===== src/hdl/u8d_pkg.sv =====
// ----------------------------------------------------------------------------
// u8d_pkg
// Types and constants shared by the UTF-8 stream decoder modules.
// ----------------------------------------------------------------------------
package u8d_pkg;

  localparam int UnitW = 21;

  localparam logic [UnitW-1:0] REPL_CHAR   = 21'h00FFFD;
  localparam logic [UnitW-1:0] BMP_MAX     = 21'h00FFFF;
  localparam logic [UnitW-1:0] SUPP_BASE   = 21'h010000;
  localparam logic [15:0]      HI_SURR     = 16'hD800;
  localparam logic [5:0]       LO_SURR_TOP = 6'b110111;   // 0xDC00 >> 10

  localparam logic [2:0] LEN_NONE = 3'd0;
  localparam logic [2:0] LEN_TWO  = 3'd2;
  localparam logic [2:0] LEN_THREE = 3'd3;
  localparam logic [2:0] LEN_FOUR = 3'd4;

  localparam int MaxRes = 4;

  typedef struct packed {
    logic [7:0] text_byte;
    logic       end_of_text;
  } in_word_t;

  typedef struct packed {
    logic [UnitW-1:0] unit;
    logic             replaced;
    logic             last;
  } out_word_t;

  typedef struct packed {
    logic [UnitW-1:0] unit;
    logic             replaced;
  } res_t;

  // decoder state
  typedef struct packed {
    logic [2:0]       exp_len;
    logic [1:0]       taken;
    logic [UnitW-1:0] gathered;
  } dec_state_t;

  // everything one byte produces
  typedef struct packed {
    dec_state_t          nxt;
    res_t [MaxRes-1:0]   res;
    logic [2:0]          cnt;
  } dec_out_t;

endpackage


===== src/hdl/u8d_decode.sv =====
// ----------------------------------------------------------------------------
// u8d_decode
// Single-pass decode of one text byte against the pending sequence state:
// next state plus the list of up to four result words.
// ----------------------------------------------------------------------------
module u8d_decode import u8d_pkg::*; (
  input  dec_state_t cur,
  input  in_word_t   din,
  input  logic       utf16_mode,
  output dec_out_t   dout
);

  always_comb begin
    logic [7:0]       b;
    logic             pending;
    logic             is_cont;
    logic [UnitW-1:0] shifted;
    logic [2:0]       taken_inc;
    dec_state_t       st;
    logic [1:0]       f1;
    logic [1:0]       f2;
    logic             pt_valid;
    logic [UnitW-1:0] pt;
    logic             pt_repl;
    logic [1:0]       np;
    logic [UnitW-1:0] v;
    logic [15:0]      hi_unit;
    logic [UnitW-1:0] u0;
    logic [UnitW-1:0] u1;
    logic [2:0]       total;
    logic [2:0]       j;

    b         = din.text_byte;
    pending   = (cur.exp_len != LEN_NONE);
    is_cont   = (b[7:6] == 2'b10);
    shifted   = {cur.gathered[UnitW-7:0], b[5:0]};
    taken_inc = {1'b0, cur.taken} + 3'd1;
    st        = cur;
    f1        = 2'd0;
    f2        = 2'd0;
    pt_valid  = 1'b0;
    pt        = '0;
    pt_repl   = 1'b0;

    if (pending && is_cont) begin
      if (taken_inc >= cur.exp_len) begin
        pt_valid = 1'b1;
        pt       = shifted;
        st       = '0;
      end else begin
        st.taken    = taken_inc[1:0];
        st.gathered = shifted;
      end
    end else begin
      if (pending) begin
        // broken sequence: one replacement per byte already taken
        f1 = cur.taken;
        st = '0;
      end
      if (!b[7]) begin
        pt_valid = 1'b1;
        pt       = {13'd0, b};
      end else if (b[7:5] == 3'b110) begin
        st.exp_len  = LEN_TWO;
        st.taken    = 2'd1;
        st.gathered = {16'd0, b[4:0]};
      end else if (b[7:4] == 4'b1110) begin
        st.exp_len  = LEN_THREE;
        st.taken    = 2'd1;
        st.gathered = {17'd0, b[3:0]};
      end else if (b[7:3] == 5'b11110) begin
        st.exp_len  = LEN_FOUR;
        st.taken    = 2'd1;
        st.gathered = {18'd0, b[2:0]};
      end else begin
        pt_valid = 1'b1;
        pt       = REPL_CHAR;
        pt_repl  = 1'b1;
      end
    end

    if (din.end_of_text) begin
      if (st.exp_len != LEN_NONE) begin
        f2 = st.taken;
      end
      st = '0;
    end

    // surrogate split
    v       = pt - SUPP_BASE;
    hi_unit = HI_SURR + {5'd0, v[20:10]};
    if (utf16_mode && (pt > BMP_MAX)) begin
      np = pt_valid ? 2'd2 : 2'd0;
      u0 = {5'd0, hi_unit};
      u1 = {5'd0, LO_SURR_TOP, v[9:0]};
    end else begin
      np = pt_valid ? 2'd1 : 2'd0;
      u0 = pt;
      u1 = pt;
    end

    total = {1'b0, f1} + {1'b0, np} + {1'b0, f2};
    dout.cnt = (total > 3'd4) ? 3'd4 : total;
    dout.nxt = st;

    // flush words, then the point, then the end-of-text flush
    for (int i = 0; i < MaxRes; i++) begin
      j = 3'(i) - {1'b0, f1};
      if (3'(i) < {1'b0, f1}) begin
        dout.res[i] = '{unit: REPL_CHAR, replaced: 1'b1};
      end else if (j < {1'b0, np}) begin
        dout.res[i] = '{unit: (j[0] ? u1 : u0), replaced: pt_repl};
      end else begin
        dout.res[i] = '{unit: REPL_CHAR, replaced: 1'b1};
      end
    end
  end

endmodule


===== src/hdl/utf8_stream_decoder_top.sv =====
// ----------------------------------------------------------------------------
// utf8_stream_decoder_top
// UTF-8 byte stream to code points or UTF-16 code units, with U+FFFD
// replacement of malformed bytes.
// ----------------------------------------------------------------------------
//  channel | dir | handshake           | word
//  in      | in  | in_valid / in_stall | in_word_t  {text_byte, end_of_text}
//  out     | out | out_valid/out_stall | out_word_t {unit, replaced, last}
//  cfg     | in  | cfg_valid/cfg_ready | utf16_mode bit
//
//  A byte is decoded in the cycle it is accepted; its results show from the
//  next cycle, one word per cycle unless out_stall, from a four-entry burst
//  register. With out_stall low, a byte with at most one result sustains one
//  byte per cycle; one with n results holds the register until all n leave.
//  in_stall is high while the burst register holds words other than the one
//  leaving this cycle. Synchronous reset clears decode state and the mode.
// ----------------------------------------------------------------------------
module utf8_stream_decoder_top import u8d_pkg::*; (
  input  logic      clk,
  input  logic      rst,
  input  logic      in_valid,
  output logic      in_stall,
  input  in_word_t  in_data,
  output logic      out_valid,
  input  logic      out_stall,
  output out_word_t out_data,
  input  logic      cfg_valid,
  output logic      cfg_ready,
  input  logic      cfg_data
);

  logic              mode;
  dec_state_t        state;
  dec_out_t          dec;
  res_t [MaxRes-1:0] burst;
  logic [2:0]        cnt;
  logic [1:0]        idx;
  logic              busy;
  logic              take;
  logic              is_last;
  logic              accept;

  u8d_decode u_decode (
    .cur        (state),
    .din        (in_data),
    .utf16_mode (mode),
    .dout       (dec)
  );

  assign is_last   = ({1'b0, idx} == (cnt - 3'd1));
  assign take      = busy && !out_stall;
  assign in_stall  = busy && !(take && is_last);
  assign accept    = in_valid && !in_stall;
  assign cfg_ready = 1'b1;

  assign out_valid         = busy;
  assign out_data.unit     = burst[idx].unit;
  assign out_data.replaced = burst[idx].replaced;
  assign out_data.last     = is_last;

  always_ff @(posedge clk) begin
    if (rst) begin
      mode  <= 1'b0;
      state <= '0;
      busy  <= 1'b0;
      cnt   <= 3'd0;
      idx   <= 2'd0;
    end else begin
      if (cfg_valid && cfg_ready) begin
        mode <= cfg_data;
      end
      if (accept) begin
        state <= dec.nxt;
      end
      if (accept && (dec.cnt != 3'd0)) begin
        busy <= 1'b1;
        cnt  <= dec.cnt;
        idx  <= 2'd0;
      end else if (take) begin
        if (is_last) begin
          busy <= 1'b0;
        end else begin
          idx <= idx + 2'd1;
        end
      end
    end
  end

  // burst payload, no reset needed
  always_ff @(posedge clk) begin
    if (accept && (dec.cnt != 3'd0)) begin
      burst <= dec.res;
    end
  end

  a_stall_needs_output: assert property (@(posedge clk) disable iff (rst)
    in_stall |-> out_valid)
    else $error("input stalled with no word pending");

  a_count_range: assert property (@(posedge clk) disable iff (rst)
    out_valid |-> (cnt != 3'd0) && (cnt <= 3'd4) && ({1'b0, idx} < cnt))
    else $error("burst count or index out of range");

  a_burst_continues: assert property (@(posedge clk) disable iff (rst)
    (out_valid && !out_stall && !out_data.last) |=> out_valid)
    else $error("burst ended before last word");

  a_state_valid: assert property (@(posedge clk) disable iff (rst)
    (state.exp_len == LEN_NONE) |-> (state.taken == 2'd0))
    else $error("bytes taken with no sequence pending");

endmodule


===== config.mk =====
export PLATFORM = sky130hd
export DESIGN_NAME = utf8_stream_decoder_top
export DESIGN_NICKNAME = d
export VERILOG_FILES = /design/src/hdl/u8d_pkg.sv /design/src/hdl/u8d_decode.sv /design/src/hdl/utf8_stream_decoder_top.sv
export SDC_FILE = /design/constraint.sdc
export NUM_CORES = 1
export LEC_CHECK = 0
export ABC_CLOCK_PERIOD_IN_PS = 7900
export BUFFER_PORTS_ARGS = -buffer_cell sky130_fd_sc_hd__buf_2
export CAP_MARGIN = 40
export CORE_UTILIZATION = 35
export DETAILED_ROUTE_END_ITERATION = 8
export PLACE_DENSITY_LB_ADDON = 0.05
export RECOVER_POWER = 50
export SYNTH_ARGS = -nofsm -noshare
export SYNTH_HDL_FRONTEND = slang
export SYNTH_SLANG_ARGS = --single-unit
export TNS_END_PERCENT = 30

===== constraint.sdc =====
create_clock -name clk -period 7.9 [get_ports clk]
set_input_delay 0.79 -clock clk [delete_from_list [all_inputs] [get_ports clk]]
set_output_delay 0.79 -clock clk [all_outputs]
set_load 0.01 [all_outputs]

# Word level (Yosys, flattened, before mapping)
# Index checks and enable logic that the tools add are counted.
# Widths: inputs -> output; s select.
# totals
word_cells,109
register_bits,121
memories,0
inputBits,15
mem_bits_rw,0
latchBits,0
mem_bits_ro,0
# classes
magnitude_cmp,11
div_mod_pow,0
mul,0
mux,42
n_bitwise,4
reduce_logical,21
shift,0
addsub,11
eq_ne,5
# op_table
cell,n
$mux 21,11
$mux 26,7
$bmux 22 s2,1
$mux 23,1
$mux 22,1
$gt 21x16->1 const B,1
$sub 21x17->21 const B,1
$add 15x12->16 const A,1
$mux 16,1
$lt 3x2->1,4
$mux 1,12
$mux 2,6
$reduce_bool 3->1,3
$reduce_or 2->1,4
$logic_and 1x1->1,7
$mux 3,2
$sub 1x2->3 const A,2
$sub 2x2->3 const A,2
$eq 5x5->1 const B,1
$eq 4x4->1 const B,1
$lt 1x2->1 const A,2
$not 1->1,4
$reduce_and 2->1,2
$reduce_bool 2->1,2
13 further kinds,15

# Longest topological paths before layout
# logic_depth
depth_word,17
mapped_depth,21
depth_no_buf,19

# By module
# From an unflattened synthesis, not the netlist that was laid out.
# unflattened
cells_unflattened,582
hier_area_um2,6453.7
# by_module_without_submodules
mod,area_each_um2,cells_per_inst,instances
utf8_stream_decoder_top,4520.6,242,1
u8d_decode,1933.1,340,1

# Worst setup path after synthesis
# No wires, ideal clock.
# synth_path
kind,input-to-reg
from,input port in_data[8] (netlist name)
to,"register burst[0] (netlist name), enable pin"
stages,19
t_arrival_ns,7.962
path_slack_ns,-0.601
setup_ns,0.539
cell_sequence,clkbuf_1 > nand2b_1 > clkbuf_1 > nand2b_1 > nor2_1 > clkbuf_1 > nand2_1 > ha_1 > o31ai_1 > or4_4 > nand3_1 > inv_2 > clkbuf_1 > nor2_1 > fa_1 > ha_1 > xor2_1 > nor3_1 > nor2_1
# synth_via
elab_chain_len,15
elab_cells_between_ends,35
# synth_rtl
element,line_no,text
start: declaration,utf8_stream_decoder_top.sv:23,"input in_word_t in_data,"
$eq 5x5->1,u8d_decode.sv:71,end else if (b[7:3] == 5'b11110) begin
$mux 16,u8d_decode.sv:71,
$mux 21,u8d_decode.sv:67,end else if (b[7:4] == 4'b1110) begin
$mux 21,u8d_decode.sv:63,end else if (b[7:5] == 3'b110) begin
$mux 21,u8d_decode.sv:60,if (!b[7]) begin
$mux 21,u8d_decode.sv:45,if (pending && is_cont) begin
$gt 21x16->1,u8d_decode.sv:92,if (utf16_mode && (pt > BMP_MAX)) begin
$logic_and 1x1->1,u8d_decode.sv:92,
$mux 2,u8d_decode.sv:92,
$add 2x2->3,u8d_decode.sv:102,"total = {1'b0, f1} + {1'b0, np} + {1'b0, f2};"
$add 3x2->3 (*),u8d_decode.sv:102,
$gt 3x3->1,u8d_decode.sv:103,dout.cnt = (total > 3'd4) ? 3'd4 : total;
$mux 3 (*),u8d_decode.sv:103,
$reduce_bool 3->1 (*),utf8_stream_decoder_top.sv:91,if (accept && (dec.cnt != 3'd0)) begin
$logic_and 1x1->1 (*),utf8_stream_decoder_top.sv:91,
end signal: assignment,utf8_stream_decoder_top.sv:92,burst <= dec.res;
end: declaration,utf8_stream_decoder_top.sv:35,res_t [MaxRes-1:0] burst;
# Mark *: on every way between the ends. The rest lies on a longest branch, timed or not.
# A chain may end at the register's enable or synchronous reset.

# Worst setup path in the final report
# layout_path
from,register state[21] (netlist name)
to,"register burst[4] (netlist name), enable pin"
# layout_via
elab_chain_len,13
elab_cells_between_ends,30
# layout_rtl
element,line_no,text
start: declaration,utf8_stream_decoder_top.sv:33,dec_state_t state;
start signal: assignment,utf8_stream_decoder_top.sv:73,state <= dec.nxt;
$add 2x1->3 or $mux 26 (tied branches),"u8d_decode.sv:37, u8d_decode.sv:55",
$ge 3x3->1 or $mux 26 (tied branches),"u8d_decode.sv:46, u8d_decode.sv:71",
$mux 21 or $mux 26 (tied branches),"u8d_decode.sv:46, u8d_decode.sv:67",
$mux 21 or $mux 26 (tied branches),"u8d_decode.sv:45, u8d_decode.sv:63",
$gt 21x16->1 or $mux 26 (tied branches),"u8d_decode.sv:92, u8d_decode.sv:60",
$logic_and 1x1->1 or $mux 26 (tied branches),"u8d_decode.sv:92, u8d_decode.sv:45",
"$mux 2, on equally long branches","u8d_decode.sv:92, u8d_decode.sv:83",
$add 2x2->3 or $mux 2 (tied branches),"u8d_decode.sv:102, u8d_decode.sv:82",
$add 3x2->3 (*),u8d_decode.sv:102,
$gt 3x3->1,u8d_decode.sv:103,
$mux 3 (*),u8d_decode.sv:103,
$reduce_bool 3->1 (*),utf8_stream_decoder_top.sv:91,
$logic_and 1x1->1 (*),utf8_stream_decoder_top.sv:91,
# Marked as above.

==> metrics.yaml <==
placement:
  io_buffers: 39
  gp_congestion: 0.789
  place_hpwl_um: 9690
  dp.cells: 721
  placed_area_mm2: 0.00614
  detailedPlace.worstSlack_ns: 0.978
synth:
  ys_seq_area_frac: 0.561
  syn_area_per_cell_um2: 11.7
  synth_edf_count: 88
  netlist_area_mm2: 0.00568
  netlist_instances: 484
  yosys_warnings: 0
  synth.distinct_cells: 51
  synth_seq_cells: 115
  ys.flop_type: "edfxtp_1"
  async_reset_ff_frac: 0
  syn_nets: 516
floorplan:
  dieWidth_um: 129
  start_util: 0.357
  pin_count: 41
  core_region_area_mm2: 0.0159
  die_height_um: 129
  dieArea_mm2: 0.0167
  num_rows: 46
layout:
  regArea_mm2: 0.00318
  mostFrequentLayoutCells: "edfxtp_1, nand2_1, nor2_1"
  finalNetCount: 557
  fin_area_mm2: 0.00665
  multi_input_area_mm2: 0.00229
  fillers: 1549
  stdcell_count: 753
  diodes: 0
  final_common_cell: "edfxtp_1"
  drive_gt1_frac: 0.136
  area_growth_pct: 17.1
grt:
  grtUsageMet2: 0.283
  track_usage: 0.185
  grt_busiest_layer: "met2"
  gr-usage-met3: 0.0467
  grt_pass1_vias: 3965
  overflow: 0
  met1_usage: 0.252
  antenna_found_initial: 0
  grt_pass1_wl_um: 22500
  grt_max_degree: 38
route:
  drtIter0Drc: 297
  viasPerCell: 5.23
  ant_nets: 0
  finalWirelength_um: 14100
  routedWlPerCell_um: 18.7
  drc: 0
  vias: 3941
  first_pass_iters: 4
sta:
  worst_pin_slew_ns: 1.58
  setup_violations: 0
  setup_tns_ns: 0
  max_freq_ghz: 0.154
  maxSlewHeadroom: -0.0554
  timing.final.ws_setup_ns: 1.41
  rsz0062_at_grt: "false"
  post-route-period-util: 0.822
  finalClockSkew_ns: 0.00595
  hold_viol_final: 0
  drv_slew: 19
  fin_crit_ns: 6.49
clock_network:
  clkSlewWorstSetupHoldPaths_ns: 0.05
  cts_root_buf: "clkbuf_16"
  numClockSinks: 115
  cts-root-to-sink-buffers: 2
  insertion_delay_ns: 0.42
  cts_buffers: 17
  cts_tree: "yes"
  htree_levels: 4
  post-cts-setup-buffers: 0
  holdBufCountCts: 0
  cts_resized: 0
pwr:
  max-vdd-ir-drop_mv: 0.124
  power.density_mw_per_mm2: 240
  p_leak_nw: 2.21
  fin_total_pwr_w: 0.00160
worst_setup_path:
  start_kind: "flop"
  crit_arrival_ns: 6.60
  required_ns: 8.01
  worstSetupPathType: "reg2reg"
  end_kind: "flop"
  crit_fanout: 30
min_path:
  holdCritPathClass: "reg2reg"
outcome:
  failed_checks: "capacitance limit, slew limit"
  outcome: "finished with violations"
flow_run:
  maxCapViolations: 1
sequential cells by signal (all words and copies together), names as in the netlist:
name       count
cnt            3
out_valid      1
mode           1
idx            2
state         20
burst         88
logic make-up after synthesis:
logic type	share of synthesized area
other	0.000661
AO/OA/AOI/OAI	0.0955
buffers and inverters	0.0337
XOR/XNOR	0.0123
AND/OR/NAND/NOR	0.159
flip-flops	0.561
adder cells (fa/ha/maj)	0.0401
multiplexers	0.0981
synthesized netlist by cell type, types with 2 or more instances:
| cell type | instances | share of area |
|---|---|---|
| o211ai_1 | 5 | 0.0066 |
| clkbuf_1 | 20 | 0.013 |
| a32oi_1 | 2 | 0.0031 |
| o21ai_1 | 2 | 0.0018 |
| buf_4 | 2 | 0.0026 |
| o2111ai_1 | 5 | 0.0077 |
| mux2i_1 | 5 | 0.0088 |
| nand2_1 | 80 | 0.053 |
| a21o_1 | 2 | 0.0026 |
| and3_1 | 22 | 0.024 |
| nand4_1 | 6 | 0.0066 |
| or3_1 | 2 | 0.0022 |
| o21ai_0 | 13 | 0.011 |
| edfxtp_1 | 88 | 0.47 |
| a22oi_1 | 19 | 0.025 |
| inv_1 | 16 | 0.011 |
| a31oi_1 | 2 | 0.0022 |
| mux4_2 | 22 | 0.087 |
| nor3b_1 | 3 | 0.0040 |
| fa_1 | 2 | 0.0071 |
| nor3_1 | 15 | 0.013 |
| xnor2_1 | 4 | 0.0062 |
| a211oi_1 | 2 | 0.0026 |
| buf_1 | 2 | 0.0013 |
| dfxtp_1 | 27 | 0.095 |
| xor2_1 | 4 | 0.0062 |
| nand3_1 | 12 | 0.011 |
| nor2_1 | 39 | 0.026 |
| o31ai_1 | 3 | 0.0040 |
| a21oi_1 | 9 | 0.0079 |
| o21a_1 | 5 | 0.0066 |
| ha_1 | 15 | 0.033 |
| and2_1 | 3 | 0.0033 |
| nand2b_1 | 2 | 0.0022 |
| nor3_2 | 3 | 0.0053 |
| buf_2 | 6 | 0.0053 |
metrics by stage:
step	hold slack (ns)	utilization
4_1_cts	0.519	0.424
5_1_grt	0.539	0.418
3_5_place_dp	0.506	0.386
3_3_place_gp	0.512	0.383
6_report	0.523	0.418
2_1_floorplan	0.465	-
worst paths after layout:
| path | depth (start not counted) | endpoint | slack (ns) | start |
|---|---|---|---|---|
| min | 2 | cnt[1]$_SDFFE_PP0P_ | 0.52 | cnt[1]$_SDFFE_PP0P_ |
| max reg2reg | 19 | burst[4]$_SDFFCE_PP1P_ | 1.41 | state[21]$_SDFFE_PP0P_ |
| min reg2reg | 2 | cnt[1]$_SDFFE_PP0P_ | 0.52 | cnt[1]$_SDFFE_PP0P_ |
| max | 19 | burst[4]$_SDFFCE_PP1P_ | 1.41 | state[21]$_SDFFE_PP0P_ |
critical path, cell delays in order (launching register included):
cell,delay [ns]
dfxtp_1,0.44
ha_1,0.30
ha_1,0.29
nand2_1,0.06
o21a_1,0.24
nor2_1,0.15
buf_4,0.22
nand2_1,0.19
ha_1,0.25
o31ai_1,0.07
or4_1,0.21
nand3_1,0.44
inv_1,0.92
nor2_1,0.26
fa_1,0.48
ha_1,0.20
xor2_1,0.30
nor3_1,0.13
nor2_4,0.60
buf_4,0.37
power by group:
group	total (W)	switching, W	leakage (nW)	internal [W]
Combinational	0.000124	0.0000797	0.977	0.0000447
Sequential	0.000688	0.00000880	0.934	0.000679
Clock	0.000783	0.000264	0.296	0.000519
layer usage:
metal  part of all wire  up-vias  wire length [um]
li1                   -     1888                 -
met1               0.50     1960              6960
met2               0.45       71              6370
met3              0.028       22               394
met4              0.023        0               325
met5                  0        -                 0
cell type report:
type / count / share of cell area
tap: 216 / 0.0407
clock inverter: 13 / 0.0248
multi-input combinational: 322 / 0.344
timing repair buffer: 52 / 0.0371
sequential: 115 / 0.479
inverter: 17 / 0.00960
clock buffer: 18 / 0.0646
Power figures use the tool's default switching activity.
